File: src/k_sorted_stream_sorter_defines.svh
// Assertion macros used by the sorter's top-level RTL file.
`ifndef K_SORTED_STREAM_SORTER_DEFINES_SVH
`define K_SORTED_STREAM_SORTER_DEFINES_SVH

// Same-cycle implication, disabled during reset
`define KSS_ASSERT_NOW(lbl, clk, rst, ante, cons) \
   lbl: assert property (@(posedge clk) disable iff (rst) (ante) |-> (cons)) \
      else $error("kss check failed");

// Next-cycle implication, disabled during reset
`define KSS_ASSERT_NEXT(lbl, clk, rst, ante, cons) \
   lbl: assert property (@(posedge clk) disable iff (rst) (ante) |=> (cons)) \
      else $error("kss check failed");

`endif

File: src/kss_pkg.sv
// Shared types and constants of the nearly sorted stream sorter.
package kss_pkg;

   localparam int DATA_WIDTH = 32;
   localparam int DIST_WIDTH = 4;
   localparam int CSR_DATA_WIDTH = 32;
   localparam int CSR_ADDR_WIDTH = 3;

   // Register byte addresses
   localparam logic [CSR_ADDR_WIDTH-1:0] REG_ADDR_DISTANCE = 3'd0;

   localparam logic [DIST_WIDTH-1:0] DIST_RESET = 4'd1;

   // Per-cycle command broadcast to every cell of the chain
   typedef struct packed {
      logic                  insert;
      logic                  pop;
      logic [DATA_WIDTH-1:0] new_value;
   } cell_ctrl_type;

endpackage

File: src/kss_cell.sv
// One cell of the ordered window chain: holds a value and its valid bit.
module kss_cell
   import kss_pkg::*;
(
   input  logic                  clock,
   input  logic                  reset,
   input  cell_ctrl_type         ctrl,
   input  logic [DATA_WIDTH-1:0] prev_value,
   input  logic                  prev_valid,
   input  logic                  prev_gt,
   input  logic [DATA_WIDTH-1:0] next_value,
   input  logic                  next_valid,
   output logic [DATA_WIDTH-1:0] value,
   output logic                  valid,
   output logic                  gt
);

   logic [DATA_WIDTH-1:0] value_ff, value_in;
   logic                  valid_ff, valid_in;

   // Empty cells or strictly larger values make way for the new value
   assign gt    = !valid_ff || (value_ff > ctrl.new_value);
   assign value = value_ff;
   assign valid = valid_ff;

   // Take the neighbour's value on a shift, or the new value at its place
   always_comb begin
      value_in = value_ff;
      valid_in = valid_ff;
      if (ctrl.insert && gt) begin
         if (prev_gt) begin
            value_in = prev_value;
            valid_in = prev_valid;
         end else begin
            value_in = ctrl.new_value;
            valid_in = 1'b1;
         end
      end else if (ctrl.pop) begin
         value_in = next_value;
         valid_in = next_valid;
      end
   end

   always_ff @(posedge clock) begin
      value_ff <= value_in;
   end

   always_ff @(posedge clock) begin
      if (reset) begin
         valid_ff <= 1'b0;
      end else begin
         valid_ff <= valid_in;
      end
   end

endmodule

File: src/kss_chain.sv
// Row of window cells, kept in ascending order with the smallest in cell 0.
module kss_chain
   import kss_pkg::*;
#(
   parameter int DEPTH = 16
)
(
   input  logic                  clock,
   input  logic                  reset,
   input  cell_ctrl_type         ctrl,
   output logic [DATA_WIDTH-1:0] head_value,
   output logic [DEPTH-1:0]      cell_valid
);

   logic [DATA_WIDTH-1:0] cell_value [DEPTH];
   logic [DEPTH-1:0]      cell_gt;

   genvar i;
   generate
      for (i = 0; i < DEPTH; i++) begin : g_cell
         logic [DATA_WIDTH-1:0] prev_value, next_value;
         logic                  prev_valid, prev_gt, next_valid;

         // Cell 0 has no left neighbour; the last cell shifts in an empty slot
         if (i == 0) begin : g_first
            assign prev_value = '0;
            assign prev_valid = 1'b0;
            assign prev_gt    = 1'b0;
         end else begin : g_mid
            assign prev_value = cell_value[i-1];
            assign prev_valid = cell_valid[i-1];
            assign prev_gt    = cell_gt[i-1];
         end
         if (i == DEPTH - 1) begin : g_last
            assign next_value = '0;
            assign next_valid = 1'b0;
         end else begin : g_inner
            assign next_value = cell_value[i+1];
            assign next_valid = cell_valid[i+1];
         end

         kss_cell u_cell (
            .clock      (clock),
            .reset      (reset),
            .ctrl       (ctrl),
            .prev_value (prev_value),
            .prev_valid (prev_valid),
            .prev_gt    (prev_gt),
            .next_value (next_value),
            .next_valid (next_valid),
            .value      (cell_value[i]),
            .valid      (cell_valid[i]),
            .gt         (cell_gt[i])
         );
      end
   endgenerate

   assign head_value = cell_value[0];

endmodule

File: src/k_sorted_stream_sorter.sv
// An accepted item enters the chain; results leave through a registered output, one per cycle unless rsp_tready stalls.
// No new item is accepted while the window is draining results; req_tready is high only when idle.
// The single-port cell chain either inserts a value or shifts out the minimum, never both at once.
// Each insertion or removal moves the whole row of cells together.
// Synchronous active-high reset empties the window and sets window_distance to 1.
// Top level of the nearly sorted stream sorter, with its control and register port.
`include "k_sorted_stream_sorter_defines.svh"

module k_sorted_stream_sorter
   import kss_pkg::*;
#(
   parameter int WINDOW_DEPTH = 16
)
(
   input  logic                      clock,
   input  logic                      reset,
   // Input stream
   input  logic                      req_tvalid,
   output logic                      req_tready,
   input  logic [DATA_WIDTH-1:0]     req_tdata,   // [31:0] value
   input  logic                      req_tlast,   // end_of_list
   // Result stream
   output logic                      rsp_tvalid,
   input  logic                      rsp_tready,
   output logic [DATA_WIDTH-1:0]     rsp_tdata,   // [31:0] sorted_value
   output logic                      rsp_tlast,   // last_out
   // Register port
   input  logic                      csr_psel,
   input  logic                      csr_penable,
   input  logic                      csr_pwrite,
   input  logic [CSR_ADDR_WIDTH-1:0] csr_paddr,
   input  logic [CSR_DATA_WIDTH-1:0] csr_pwdata,
   output logic [CSR_DATA_WIDTH-1:0] csr_prdata,
   output logic                      csr_pready
);

   localparam int CW = $clog2(WINDOW_DEPTH + 1);
   localparam int KW = (CW > DIST_WIDTH) ? CW : DIST_WIDTH;
   localparam logic [KW-1:0] K_CAP = KW'(WINDOW_DEPTH - 1);

   localparam logic ST_IDLE  = 1'b0;
   localparam logic ST_DRAIN = 1'b1;

   logic                  state_ff, state_in;
   logic [CW-1:0]         fill_ff, fill_in;
   logic                  last_ff, last_in;
   logic [DIST_WIDTH-1:0] dist_ff, dist_in;
   logic                  rsp_valid_ff, rsp_valid_in;
   logic [DATA_WIDTH-1:0] rsp_data_ff, rsp_data_in;
   logic                  rsp_last_ff, rsp_last_in;

   cell_ctrl_type         ctrl;
   logic [DATA_WIDTH-1:0] head_value;
   logic [WINDOW_DEPTH-1:0] cell_valid;

   logic [KW-1:0] dist_wide, k_eff, fill_wide, fill_inc, fill_dec;
   logic          accept, slot_free, pop, csr_write;

   // Register port: always ready, one register at the lowest address
   assign csr_pready = 1'b1;
   assign csr_write  = csr_psel && csr_penable && csr_pwrite;
   assign dist_in    = (csr_write && csr_paddr == REG_ADDR_DISTANCE) ?
                       csr_pwdata[DIST_WIDTH-1:0] : dist_ff;
   assign csr_prdata = (csr_paddr == REG_ADDR_DISTANCE) ?
                       CSR_DATA_WIDTH'(dist_ff) : '0;

   // Effective distance, capped below the window capacity
   assign dist_wide = KW'(dist_ff);
   assign k_eff     = (dist_wide > K_CAP) ? K_CAP : dist_wide;
   assign fill_wide = KW'(fill_ff);
   assign fill_inc  = fill_wide + KW'(1);
   assign fill_dec  = fill_wide - KW'(1);

   assign req_tready = (state_ff == ST_IDLE);
   assign accept     = req_tvalid && req_tready;
   assign slot_free  = !rsp_valid_ff || rsp_tready;
   assign pop        = (state_ff == ST_DRAIN) && slot_free;

   // Broadcast insert or pop to the chain
   always_comb begin
      ctrl.insert    = accept;
      ctrl.pop       = pop;
      ctrl.new_value = req_tdata;
   end

   // Sequence insertion, then the removals it causes
   always_comb begin
      state_in     = state_ff;
      fill_in      = fill_ff;
      last_in      = last_ff;
      rsp_valid_in = rsp_valid_ff && !rsp_tready;
      rsp_data_in  = rsp_data_ff;
      rsp_last_in  = rsp_last_ff;
      case (state_ff)
         ST_IDLE: begin
            if (accept) begin
               fill_in = CW'(fill_inc);
               last_in = req_tlast;
               if (req_tlast || fill_inc > k_eff) begin
                  state_in = ST_DRAIN;
               end
            end
         end
         ST_DRAIN: begin
            if (pop) begin
               fill_in      = CW'(fill_dec);
               rsp_valid_in = 1'b1;
               rsp_data_in  = head_value;
               rsp_last_in  = last_ff && (fill_dec == '0);
               if (last_ff ? (fill_dec == '0) : (fill_dec <= k_eff)) begin
                  state_in = ST_IDLE;
               end
            end
         end
         default: begin
            state_in = ST_IDLE;
         end
      endcase
   end

   always_ff @(posedge clock) begin
      if (reset) begin
         state_ff     <= ST_IDLE;
         fill_ff      <= '0;
         last_ff      <= 1'b0;
         dist_ff      <= DIST_RESET;
         rsp_valid_ff <= 1'b0;
      end else begin
         state_ff     <= state_in;
         fill_ff      <= fill_in;
         last_ff      <= last_in;
         dist_ff      <= dist_in;
         rsp_valid_ff <= rsp_valid_in;
      end
   end

   // Hold the result payload
   always_ff @(posedge clock) begin
      rsp_data_ff <= rsp_data_in;
      rsp_last_ff <= rsp_last_in;
   end

   assign rsp_tvalid = rsp_valid_ff;
   assign rsp_tdata  = rsp_data_ff;
   assign rsp_tlast  = rsp_last_ff;

   kss_chain #(
      .DEPTH (WINDOW_DEPTH)
   ) u_chain (
      .clock      (clock),
      .reset      (reset),
      .ctrl       (ctrl),
      .head_value (head_value),
      .cell_valid (cell_valid)
   );

   // Room for one more value whenever an item may be accepted
   `KSS_ASSERT_NOW(a_room_when_idle, clock, reset, state_ff == ST_IDLE, fill_wide <= K_CAP)
   // Occupied cells match the fill count
   `KSS_ASSERT_NOW(a_fill_matches, clock, reset, 1'b1, $countones(cell_valid) == fill_wide)
   // The head of the chain holds a value no larger than the one in cell 1
   `KSS_ASSERT_NOW(a_head_min, clock, reset, cell_valid[1], head_value <= u_chain.g_cell[1].u_cell.value)

endmodule
File: config.mk
export PLATFORM = sky130hd
export DESIGN_NAME = k_sorted_stream_sorter
export DESIGN_NICKNAME = d
export VERILOG_FILES = /design/src/kss_pkg.sv /design/src/kss_cell.sv /design/src/kss_chain.sv /design/src/k_sorted_stream_sorter.sv
export VERILOG_INCLUDE_DIRS = /design/src /design/src/src
export SDC_FILE = /design/constraint.sdc
export NUM_CORES = 2
export LEC_CHECK = 0
export BUFFER_PORTS_ARGS = -buffer_cell sky130_fd_sc_hd__buf_4
export CORE_UTILIZATION = 61
export DETAILED_ROUTE_END_ITERATION = 6
export GPL_ROUTABILITY_DRIVEN = 0
export GPL_TIMING_DRIVEN = 0
export PLACE_DENSITY = 0.8
export SYNTH_ARGS = -nofsm -noshare
export SYNTH_HDL_FRONTEND = slang
export SYNTH_SLANG_ARGS = --single-unit
File: constraint.sdc
create_clock -name clock -period 6.96 [get_ports clock]
set_clock_uncertainty 0.2 [all_clocks]
set_input_delay 1.044 -clock clock [delete_from_list [all_inputs] [get_ports clock]]
set_output_delay 1.044 -clock clock [all_outputs]
set_load 0.01 [all_outputs]
==> flow_summary.json <==
{
  "yosysUniqueCellTypes": 67,
  "slew_headroom_pct": 5.28,
  "synth_seq_cells": 573,
  "drive_gt1_share_pct": 11.5,
  "crit_end": "u_chain.g_cell[13].u_cell.value[6]",
  "fp.dieArea_sq_um": 68700,
  "yosys_warnings": 0,
  "status": "finished clean",
  "pre_cts_slack_ps": -757,
  "cts_tree": "built",
  "insertion_delay_ps": 630,
  "path_max_fanout": 32,
  "grt_max_degree": 33,
  "final_max_slew_viol_count": 0,
  "drv_cap": 0,
  "tightest_slew_ps": 1420,
  "ant_nets": 0,
  "period_minus_slack_ps": 6670,
  "synthSimpleGateAreaFrac_pct": 10.4,
  "routedWlPerCell_um": 25.3,
  "fin_nets": 4698,
  "portBuffers": 53,
  "syn_to_final_growth_pct": 9.38,
  "synth_compound_area_share_pct": 13.6,
  "muxShareOfSynthArea_pct": 14.6,
  "finalInstanceArea_sq_um": 45100,
  "synthXorXnorAreaFrac_pct": 0.191,
  "syn_inst": 3945,
  "place_area_sq_um": 42900,
  "coreArea_sq_um": 66300,
  "timing.final.crit_share_pct": 95.9,
  "reg2reg_slack_ps": 2240,
  "synthFlopType": "edfxtp_1",
  "r2r_cells": 10,
  "clock-sinks": 573,
  "synth_top_family_by_area": "adder cells",
  "ctsHoldBuffers": 0,
  "cts-root-buf": "clkbuf_16",
  "multiInputGateArea_sq_um": 22700,
  "grt_antenna_before_repair": 3,
  "initial_core_util_pct": 62.2,
  "crit_required_ps": 6910,
  "yosysTopAreaCellShare_pct": 39.7,
  "ys_seq_area_share_pct": 41.0,
  "leakage_nw": 17.4,
  "die_x_um": 262,
  "ctsLongestPathBuffers": 3,
  "rsz0062_at_grt": "false",
  "io_pins": 143,
  "dieHeight_um": 262,
  "hpwl_um": 98800,
  "crit_type": "input port to flop",
  "power_density_nw_per_um2": 446,
  "syn-cell-area_sq_um": 41300,
  "viasPerCell": 6.85,
  "hold_violations": 0,
  "total_power_mw": 20.1,
  "synthArstFlopShare_pct": 0,
  "synth_adder_area_share_pct": 15.8,
  "htree_num_levels": 3,
  "synth_top_cell_by_area": "edfxtp_1",
  "grt_usage_pct": 36.1,
  "arrival_ps": 6630,
  "endpoint_kind": "flop",
  "routed_wl_um": 127000,
  "ir_drop_mv": 0.247,
  "seq_area_sq_um": 16900,
  "drcViolationCount": 0,
  "r2r-end": "u_chain.g_cell[0].u_cell.value[4]",
  "clk_pin_slew_worst_paths_ps": 60,
  "n_antenna_cell": 0,
  "crit_start": "req_tdata[26]",
  "rr_startpoint": "u_chain.g_cell[0].u_cell.value[31]",
  "synth_most_common_cell": "edfxtp_1",
  "drtIter0Drc": 4362,
  "cts_buffers": 68,
  "n_fill_cell": 4982,
  "ys_top_cells_by_count": "edfxtp_1, ha_1, nand2_1, mux2i_1, o21ai_0",
  "num_rows": 94,
  "synth.area.top_cells": "edfxtp_1, ha_1, mux2i_1",
  "grt.overflow.total": 0,
  "hold_path.class": "flop to flop",
  "setup_ws_ps": 287,
  "grt_pass1_wl_um": 188000,
  "synth-edff-count": 545,
  "avgSynthCellArea_sq_um": 10.5,
  "finalSetupViolCount": 0,
  "grt_pass1_vias": 32900,
  "firstDrtPassIters": 6,
  "max_freq_mhz": 150,
  "route.vias.total": 34400,
  "crit_path_start_kind": "input port"
}
cell usage in the layout (no fill, tap or decap), drive strengths merged, types with 6 or more instances in the layout:
cell type  instances
edfxtp           545
ha               522
o21ai            469
nand2            461
mux2i            423
clkbuf           258
a21oi            248
buf              182
mux2             158
nand4            154
inv              110
nor2              82
nand3             51
a31oi             37
a211oi            36
nor3              34
and3              32
a2bb2oi           32
nor4              30
conb              29
dfxtp             28
a21o              23
o211ai            22
nor2b             21
clkinv            20
a221o             16
a22oi             15
nand2b            11
o31ai             11
a221oi            10
or3               10
o311a              8
a2111oi            8
o32a               7
o21a               6
critical path, stage by stage:
cell	delay [ps]
clkbuf_1	590
clkbuf_1	650
inv_1	610
ha_1	500
nand4_1	240
nor4_1	1050
a22oi_1	350
o31ai_1	400
buf_2	340
buf_2	280
nand2_2	520
layer usage:
layer	vias up	track usage [%]	wire (um)
met3	374	6.66	13100
met2	2133	55.9	57100
met5	-	0	26
met4	4	18.4	6540
met1	16500	48.3	50500
li1	15400	-	-
kinds of logic after synthesis:
kind of cell,after synthesis
buffers and inverters,388
adder cells (fa/ha/maj),522
XOR/XNOR,9
AND/OR/NAND/NOR,905
other,2
flip-flops,573
multiplexers,581
AO/OA/AOI/OAI,965
repair_timing:
action                                  4_1_cts  5_1_grt
pin swaps                                     0        0
resized for setup                             2        2
buffers inserted                              0        3
endpoints found under the setup margin       64       54
registers in the layout, summed over array words and instances, names as in the netlist:
name,cells
rsp_tlast,1
rsp_tvalid,1
u_chain.g_cell.u_cell.value,512
rsp_tdata,32
state_ff,1
fill_ff,5
dist_ff,4
u_chain.g_cell.u_cell.valid,16
last_ff,1
metrics by stage:
stage,setup TNS [ps],instances,utilization (%),hold WS [ps]
finish,0,5020,68.0,275
global route,0,5020,68.0,299
CTS,0,5017,68.0,276
detailed placement,-151570,4892,64.7,268
global placement,-261790,4889,64.6,253
floorplan,0,3972,-,245
worst min path at each step:
stage	startpoint	endpoint	depth (start not counted)
final	u_chain.g_cell[6].u_cell.valid	u_chain.g_cell[6].u_cell.valid	2
after global routing	u_chain.g_cell[3].u_cell.valid	u_chain.g_cell[3].u_cell.valid	2
after CTS	u_chain.g_cell[6].u_cell.valid	u_chain.g_cell[6].u_cell.valid	2
after detailed placement	u_chain.g_cell[6].u_cell.valid	u_chain.g_cell[6].u_cell.valid	2
after global placement	u_chain.g_cell[6].u_cell.valid	u_chain.g_cell[6].u_cell.valid	2
after floorplan	last_ff	last_ff	2
layout make-up:
class | count | area share [%]
clock inverter | 25 | 0.366
inverter | 107 | 0.898
buffer | 281 | 3.12
multi-input combinational | 3011 | 50.3
timing repair buffer | 59 | 1.10
clock buffer | 100 | 4.35
tap | 864 | 2.40
sequential | 573 | 37.5
power breakdown:
group	leakage (nW)	internal, mW	switching, mW
Sequential	5.64	6.46	1.58
Clock	1.05	2.00	1.55
Combinational	10.7	3.33	5.20
Total	17.4	11.8	8.33
Power figures use the tool's default switching activity.
